===== config.mk =====
export PLATFORM = sky130hd
export DESIGN_NAME = battery_sample_smoothing_filter_flat
export DESIGN_NICKNAME = d
export VERILOG_FILES = /design/src/sv/bssf_pkg.sv /design/src/sv/bssf_if.sv /design/src/sv/battery_sample_smoothing_filter.sv /design/src/sv/bssf_avg_unit.sv /design/src/flat_wrapper.sv
export SDC_FILE = /design/constraint.sdc
export NUM_CORES = 1
export LEC_CHECK = 0
export BUFFER_PORTS_ARGS = -buffer_cell sky130_fd_sc_hd__buf_4
export CORE_ASPECT_RATIO = 1.4
export CORE_MARGIN = 8
export CORE_UTILIZATION = 57
export DETAILED_ROUTE_END_ITERATION = 6
export GPL_TIMING_DRIVEN = 1
export PLACE_DENSITY = 0.79
export SYNTH_ARGS = -nofsm -noshare
export SYNTH_HDL_FRONTEND = slang
export SYNTH_SLANG_ARGS = --single-unit

===== constraint.sdc =====
create_clock -name clk -period 8.45 [get_ports clk]
set_clock_uncertainty 0.15 [all_clocks]
set_input_delay 0.845 -clock clk [delete_from_list [all_inputs] [get_ports clk]]
set_output_delay 0.845 -clock clk [all_outputs]
set_load 0.01 [all_outputs]

===== src/sv/bssf_pkg.sv =====
`default_nettype none

package bssf_pkg;

	localparam int unsigned SAMPLE_W = 16;
	localparam int unsigned ACC_W    = 22;
	localparam int unsigned SHIFT_W  = 3;
	localparam int unsigned CFG_IDX_W  = 2;
	localparam int unsigned CFG_DATA_W = 16;

	localparam logic [SAMPLE_W-1:0] LOW_BITS_CLEAR = 16'hFFF0;
	localparam logic [SHIFT_W-1:0]  MAX_SHIFT      = 3'd6;

	typedef enum logic [1:0] {
		MODE_PASS     = 2'd0,
		MODE_TRUNCATE = 2'd1,
		MODE_AVERAGE  = 2'd2,
		MODE_REACTIVE = 2'd3
	} mode_t;

	typedef enum logic [CFG_IDX_W-1:0] {
		REG_FILTER_MODE    = 2'd0,
		REG_PLAIN_SHIFT    = 2'd1,
		REG_REACTIVE_SHIFT = 2'd2,
		REG_JUMP_THRESHOLD = 2'd3
	} reg_idx_t;

	localparam mode_t                RST_FILTER_MODE    = MODE_PASS;
	localparam logic [SHIFT_W-1:0]   RST_PLAIN_SHIFT    = 3'd4;
	localparam logic [SHIFT_W-1:0]   RST_REACTIVE_SHIFT = 3'd3;
	localparam logic [SAMPLE_W-1:0]  RST_JUMP_THRESHOLD = 16'd32;

	typedef struct packed {
		mode_t                 filter_mode;
		logic [SHIFT_W-1:0]    plain_average_shift;
		logic [SHIFT_W-1:0]    reactive_average_shift;
		logic [SAMPLE_W-1:0]   jump_threshold;
	} cfg_t;

endpackage

`default_nettype wire


===== src/sv/bssf_if.sv =====
`default_nettype none

interface bssf_in_if;
	logic        valid;
	logic        ready;
	logic [15:0] sample;

	modport source (output valid, output sample, input ready);
	modport sink   (input valid, input sample, output ready);
endinterface

interface bssf_out_if;
	logic        valid;
	logic        ready;
	logic [15:0] filtered;

	modport source (output valid, output filtered, input ready);
	modport sink   (input valid, input filtered, output ready);
endinterface

interface bssf_cfg_if;
	logic        valid;
	logic        ready;
	logic [1:0]  index;
	logic [15:0] data;

	modport source (output valid, output index, output data, input ready);
	modport sink   (input valid, input index, input data, output ready);
endinterface

`default_nettype wire


===== src/sv/battery_sample_smoothing_filter.sv =====
// A request accepted into the stage 1 input register moves on to the stage 2 result register once that is free.
// Throughput: one request per cycle while the output is not stalled; the accumulator is read
//   and rewritten in the same cycle, so there is no stall between dependent requests.
// Output stall back-pressures the input stage only when both stages are full.
// Reset (arst_n low, asynchronous): pipeline empty, accumulator zero, mode 0,
//   shifts 4 and 3, jump threshold 32.
`default_nettype none

module battery_sample_smoothing_filter (
	input  wire logic  clk,
	input  wire logic  arst_n,
	bssf_in_if.sink    samples,
	bssf_out_if.source results,
	bssf_cfg_if.sink   cfg
);
	import bssf_pkg::*;

	// configuration registers
	cfg_t             cfg_q;

	// stage 1: input register
	logic                valid_s1;
	logic [SAMPLE_W-1:0] sample_s1;

	// stage 2: result register
	logic                valid_s2;
	logic [SAMPLE_W-1:0] filtered_s2;

	// running average, scaled by 2^shift
	logic [ACC_W-1:0]    acc_q;

	logic                advance;
	logic                fire;
	logic [ACC_W-1:0]    acc_next;
	logic                acc_we;
	logic [SAMPLE_W-1:0] filtered_next;

	// Result register frees up when empty or being taken this cycle.
	assign advance = !valid_s2 || results.ready;
	// A request in stage 1 is processed whenever the result register can take it.
	assign fire    = valid_s1 && advance;

	assign samples.ready    = !valid_s1 || advance;
	assign results.valid    = valid_s2;
	assign results.filtered = filtered_s2;
	assign cfg.ready        = 1'b1;

	// Configuration writes; the user must issue them only while the pipeline is idle (not enforced here).
	always_ff @(posedge clk or negedge arst_n) begin
		if (!arst_n) begin
			cfg_q.filter_mode            <= RST_FILTER_MODE;
			cfg_q.plain_average_shift    <= RST_PLAIN_SHIFT;
			cfg_q.reactive_average_shift <= RST_REACTIVE_SHIFT;
			cfg_q.jump_threshold         <= RST_JUMP_THRESHOLD;
		end else if (cfg.valid) begin
			case (reg_idx_t'(cfg.index))
				REG_FILTER_MODE:    cfg_q.filter_mode <= mode_t'(cfg.data[1:0]);
				REG_PLAIN_SHIFT:    cfg_q.plain_average_shift <= cfg.data[SHIFT_W-1:0];
				REG_REACTIVE_SHIFT: cfg_q.reactive_average_shift <= cfg.data[SHIFT_W-1:0];
				REG_JUMP_THRESHOLD: cfg_q.jump_threshold <= cfg.data;
				default: ;
			endcase
		end
	end

	// Stage 1 valid
	always_ff @(posedge clk or negedge arst_n) begin
		if (!arst_n) begin
			valid_s1 <= 1'b0;
		end else if (samples.ready) begin
			valid_s1 <= samples.valid;
		end
	end

	// Stage 1 payload, no reset needed
	always_ff @(posedge clk) begin
		if (samples.valid && samples.ready) begin
			sample_s1 <= samples.sample;
		end
	end

	// Single-pass update: seed / jump / average step, saturated output, or pass / truncate
	bssf_avg_unit u_avg (
		.cfg      (cfg_q),
		.acc      (acc_q),
		.sample   (sample_s1),
		.acc_next (acc_next),
		.acc_we   (acc_we),
		.filtered (filtered_next)
	);

	// Accumulator: only averaging modes touch it
	always_ff @(posedge clk or negedge arst_n) begin
		if (!arst_n) begin
			acc_q <= '0;
		end else if (fire && acc_we) begin
			acc_q <= acc_next;
		end
	end

	// Stage 2 valid
	always_ff @(posedge clk or negedge arst_n) begin
		if (!arst_n) begin
			valid_s2 <= 1'b0;
		end else if (advance) begin
			valid_s2 <= valid_s1;
		end
	end

	// Stage 2 payload
	always_ff @(posedge clk) begin
		if (fire) begin
			filtered_s2 <= filtered_next;
		end
	end

	// Pass and truncate modes never disturb the average
	a_acc_hold: assert property (@(posedge clk) disable iff (!arst_n)
		fire && (cfg_q.filter_mode == MODE_PASS || cfg_q.filter_mode == MODE_TRUNCATE)
		|=> $stable(acc_q))
		else $error("accumulator changed outside averaging modes");

	// Stage 1 holds its request while stage 2 is blocked
	a_s1_hold: assert property (@(posedge clk) disable iff (!arst_n)
		valid_s1 && !advance |=> valid_s1 && $stable(sample_s1))
		else $error("stage 1 request lost under stall");

	// Pass mode delivers the sample unchanged in the following cycle
	a_pass: assert property (@(posedge clk) disable iff (!arst_n)
		fire && cfg_q.filter_mode == MODE_PASS
		|=> valid_s2 && filtered_s2 == $past(sample_s1))
		else $error("pass mode result mismatch");

	// Averaging from an empty accumulator seeds with the scaled sample
	a_seed: assert property (@(posedge clk) disable iff (!arst_n)
		fire && cfg_q.filter_mode == MODE_AVERAGE && acc_q == '0
		&& cfg_q.plain_average_shift == 3'd0
		|=> acc_q == ACC_W'($past(sample_s1)))
		else $error("seed value wrong");

endmodule

`default_nettype wire


===== src/sv/bssf_avg_unit.sv =====
`default_nettype none

module bssf_avg_unit (
	input  wire bssf_pkg::cfg_t               cfg,
	input  wire logic [bssf_pkg::ACC_W-1:0]    acc,
	input  wire logic [bssf_pkg::SAMPLE_W-1:0] sample,
	output logic      [bssf_pkg::ACC_W-1:0]    acc_next,
	output logic                               acc_we,
	output logic      [bssf_pkg::SAMPLE_W-1:0] filtered
);
	import bssf_pkg::*;

	logic [SHIFT_W-1:0]  shift_raw;
	logic [SHIFT_W-1:0]  shift;
	logic [ACC_W-1:0]    x_ext;
	logic [ACC_W-1:0]    avg;
	logic [ACC_W-1:0]    step;
	logic [ACC_W-1:0]    seed;
	logic [ACC_W-1:0]    diff;
	logic                jump;
	logic                reload;
	logic [ACC_W-1:0]    out_avg;
	logic [SAMPLE_W-1:0] avg_sat;

	always_comb begin
		shift_raw = (cfg.filter_mode == MODE_REACTIVE) ? cfg.reactive_average_shift
		                                               : cfg.plain_average_shift;
		// a shift of seven acts as six so the seed always fits
		shift  = (shift_raw > MAX_SHIFT) ? MAX_SHIFT : shift_raw;
		x_ext  = ACC_W'(sample);
		avg    = acc >> shift;
		step   = acc - avg + x_ext;
		seed   = x_ext << shift;
		diff   = (avg > x_ext) ? (avg - x_ext) : (x_ext - avg);
		jump   = diff > ACC_W'(cfg.jump_threshold);
		reload = (cfg.filter_mode == MODE_REACTIVE) ? jump : (acc == '0);
		acc_next = reload ? seed : step;
		out_avg  = acc_next >> shift;
		// lowered shift can leave an average above full scale
		avg_sat  = (|out_avg[ACC_W-1:SAMPLE_W]) ? '1 : out_avg[SAMPLE_W-1:0];

		case (cfg.filter_mode)
			MODE_PASS: begin
				acc_we   = 1'b0;
				filtered = sample;
			end
			MODE_TRUNCATE: begin
				acc_we   = 1'b0;
				filtered = sample & LOW_BITS_CLEAR;
			end
			MODE_AVERAGE, MODE_REACTIVE: begin
				acc_we   = 1'b1;
				filtered = avg_sat;
			end
			default: begin
				acc_we   = 1'b0;
				filtered = sample;
			end
		endcase
	end

endmodule

`default_nettype wire


===== src/flat_wrapper.sv =====
// flat-port wrapper written by rule: the top's interface ports become plain ports
module battery_sample_smoothing_filter_flat import bssf_pkg::*;
  (clk, arst_n, samples_valid, samples_sample, samples_ready, results_valid, results_filtered, results_ready, cfg_valid, cfg_index, cfg_data, cfg_ready);
  bssf_in_if samples_i ();
  bssf_out_if results_i ();
  bssf_cfg_if cfg_i ();
  input  wire logic clk;
  input  wire logic arst_n;
  input wire logic [$bits(samples_i.valid)-1:0] samples_valid;
  input wire logic [$bits(samples_i.sample)-1:0] samples_sample;
  output wire logic [$bits(samples_i.ready)-1:0] samples_ready;
  output wire logic [$bits(results_i.valid)-1:0] results_valid;
  output wire logic [$bits(results_i.filtered)-1:0] results_filtered;
  input wire logic [$bits(results_i.ready)-1:0] results_ready;
  input wire logic [$bits(cfg_i.valid)-1:0] cfg_valid;
  input wire logic [$bits(cfg_i.index)-1:0] cfg_index;
  input wire logic [$bits(cfg_i.data)-1:0] cfg_data;
  output wire logic [$bits(cfg_i.ready)-1:0] cfg_ready;
  assign samples_i.valid = samples_valid;
  assign samples_i.sample = samples_sample;
  assign samples_ready = samples_i.ready;
  assign results_valid = results_i.valid;
  assign results_filtered = results_i.filtered;
  assign results_i.ready = results_ready;
  assign cfg_i.valid = cfg_valid;
  assign cfg_i.index = cfg_index;
  assign cfg_i.data = cfg_data;
  assign cfg_ready = cfg_i.ready;
  battery_sample_smoothing_filter u_core (.clk(clk), .arst_n(arst_n), .samples(samples_i), .results(results_i), .cfg(cfg_i));
endmodule

==> impl_metrics.yaml <==
drt:
  drtPass1Iterations: 6
  postRouteAntennaNets: 0
  wl_per_cell_microns: 23.1
  vias_per_cell: 6.64
  first_iter_violations: 624
  wl_mm: 30.7
  vias: 8837
  drcViolationCount: 0
die:
  start_util_pct: 57.2
  fp.dieH_microns: 166
  die_area_sq_um: 20400
  rows: 55
  io_pins: 58
  core_area_sq_um: 16000
  die_x_microns: 123
logic_synthesis:
  synth_top_area_share_pct: 12.0
  ys_async_sr_fraction_pct: 60.0
  synth_area_leaders: "dfrtp_1 12%, edfxtp_1 11%, ha_1 10%"
  synth_cell_types: 83
  synth_edf_count: 32
  yosysTopAreaCell: "dfrtp_1"
  yosysSeqAreaShare_pct: 23.7
  syn-num-nets: 1184
  syn_area_sq_um: 9140
  synth_cells: 1052
  synth_ff_type: "dfrtp_1"
  avgSynthCellArea_sq_um: 8.69
  yosysWarnings: 0
  ys_seq_elements: 80
critical_path:
  cp_max_fo: 22
  crit_arrival_ps: 8260
  critPathKind: "register to register"
  regToRegEndpoint: "u_core.results.filtered[11]"
  cp-end-kind: "register"
  startpoint_type: "register"
  crit_top_cell: "buf_4"
  reg2reg_from: "u_core.cfg_q[23]"
  critical-path-max-stage-delay_ps: 590
  crit_slowest_cell: "or4_1"
  reg2regPathDepth: 33
  cp_data_required_time_ps: 8460
  reg2reg_slack_ps: 190
cells_and_area:
  area_growth_pct: 15.5
  nets: 1259
  drive_gt1_share_pct: 22.0
  n_antenna_cell: 0
  fill_cells: 1349
global_route:
  top_usage_layer: "met2"
  gr-usage-met3_pct: 5.21
  grt_use_met1_pct: 31.9
  grt.total_usage_pct: 29.4
  grt_max_degree: 49
  antenna_found_initial: 0
  grt_pass1_wl_mm: 46.9
  grt_overflow_total: 0
  grt_pass1_vias: 8893
  use_met2_pct: 49.5
min_path:
  hold_path.class: "register to register"
  worstHoldPathCells: 1
  hold_end: "u_core.results.valid"
  min_from: "u_core.valid_s1"
clock_network:
  cts_tree: "done"
  root_buffer: "clkbuf_16"
  insertion_delay_ps: 360
  clock-sinks: 80
  clkTransAtPathRegs_ps: 70
  cts_buffer_depth: 2
  cts-buffers-inserted: 9
  cts_max_level: 3
sta:
  fin_hold_ws_ps: 349
  finalSetupViolations: 0
  max_freq_ghz: 0.121
  drv_slew: 0
  worstMarginPinSlew_ps: 913
  finalCritPeriodShare_pct: 97.7
  finalHoldViolCount: 0
  min_period_ps: 8260
  maxSlewHeadroom_pct: 38.9
job:
  max_cap_viol_count: 0
placed_design:
  place_congestion: 1.02
  dp_hpwl_mm: 23.4
  io_buffers: 56
outcome:
  status: "finished, final reports clean"
kinds of logic (layout without fill, tap and decap cells):
kind of cell,Yosys count,count (layout),share of synthesized area (%)
compound gates,287,289,22.0
xor+xnor,33,33,3.16
fa+ha+maj,93,93,14.2
buf+inv,125,203,5.83
flops,80,80,23.7
mux,131,131,15.9
other cells,1,1,0.0410
simple gates,302,302,15.2
worst max path at each step:
stage / slack (ps) / cells after the start / startpoint / to
after floorplan: 1 / 35 / u_core.cfg_q[21] / u_core.results.filtered[2]
after global placement: 150 / 29 / u_core.cfg_q[23] / u_core.results.filtered[2]
after detailed placement: 20 / 30 / u_core.cfg_q[23] / u_core.results.filtered[2]
after CTS: 4 / 31 / u_core.cfg_q[23] / u_core.results.filtered[5]
after global routing: -130 / 34 / u_core.cfg_q[23] / u_core.results.filtered[12]
final: 190 / 33 / u_core.cfg_q[23] / u_core.results.filtered[11]
synth_stat cells (4+ instances only):
library cell and number:
a21oi_1 65, nor4_1 5, nor3_1 9, xnor2_1 18, mux2_2 32, fa_1 18
o21bai_1 5, nor2b_1 10, nand2b_1 8, a21o_1 25, o22ai_1 4, nand2_1 138
nand3b_1 4, nand4_1 11, a21boi_0 4, nand3_1 16, ha_1 75, buf_6 7
or2_2 4, and2_1 8, and3_1 14, a31oi_1 7, nor2_1 62, clkbuf_1 32
dfrtp_1 44, buf_1 9, o21a_1 10, a221oi_1 12, a221oi_2 9, edfxtp_1 32
dfstp_2 4, a211oi_1 11, o31a_1 4, o211ai_1 9, inv_1 70, a22oi_1 7
o21ai_0 71, o31ai_1 5, xor2_1 15, mux2i_1 90, or4_1 4
per-stage QoR:
stage	cell area, sq um	setup TNS, ps	setup slack [ps]	instances	util (%)
2_1_floorplan	9150	0	1.02	1052	-
3_3_place_gp	9900	0	155	1297	62.0
3_5_place_dp	9900	0	18.6	1297	62.0
4_1_cts	10200	0	4.30	1313	64.0
5_1_grt	10600	-1430	-134	1331	66.1
6_report	10600	0	194	1331	66.1
critical path, delay by kind of cell (launching register included):
| family | cells | cell delay, ps |
|---|---|---|
| AND/OR/NAND/NOR | 12 | 3000 |
| flip-flops | 1 | 440 |
| adder cells (fa/ha/maj) | 2 | 620 |
| XOR/XNOR | 1 | 90 |
| multiplexers | 3 | 760 |
| buffers and inverters | 6 | 1200 |
| AO/OA/AOI/OAI | 9 | 1770 |
state kept, by name (all words and copies together) (netlist names):
register                 count
u_core.results.filtered     16
u_core.results.valid         1
u_core.cfg_q                24
u_core.sample_s1            16
u_core.valid_s1              1
u_core.acc_q                22
timing repair:
| item | 4_1_cts | 5_1_grt |
|---|---|---|
| gates resized for setup | 1 | 52 |
| endpoints found under the setup margin | 1 | 21 |
| pin swaps | 0 | 11 |
| buffers inserted | 0 | 16 |
| hold buffers | 0 | 0 |
| cloned | 0 | 2 |
| endpoints found under the hold margin | 0 | 0 |
cell type report:
class / count / area (sq um) / share of cell area [%]
multi-input combinational: 849 / 6670 / 63.2
sequential: 80 / 2170 / 20.6
timing repair buffer: 115 / 891 / 8.44
inverter: 72 / 270 / 2.56
tap: 199 / 249 / 2.36
clock buffer: 9 / 225 / 2.13
clock inverter: 7 / 78.8 / 0.747
metal layers:
layer	vias to the layer above	routed length, microns
li1	3995	-
met1	4159	11000
met2	494	15000
met3	189	2060
met4	0	2710
met5	-	0
cells in the final DEF (no fill, tap or decap), types with 16 or more instances in the layout:
master,synthesis,final
a21o_1,25,25
a21oi_1,65,60
a221oi_2,9,17
buf_4,2,111
dfrtp_1,44,42
edfxtp_1,32,32
fa_1,18,18
ha_1,75,74
inv_1,70,70
mux2_2,32,32
mux2i_1,90,78
nand2_1,138,135
nand3_1,16,16
nor2_1,62,61
o21ai_0,71,68
xnor2_1,18,18
Power is not shown: default switching activity piles up to over one toggle a cycle in this logic, so the estimate is an artifact.
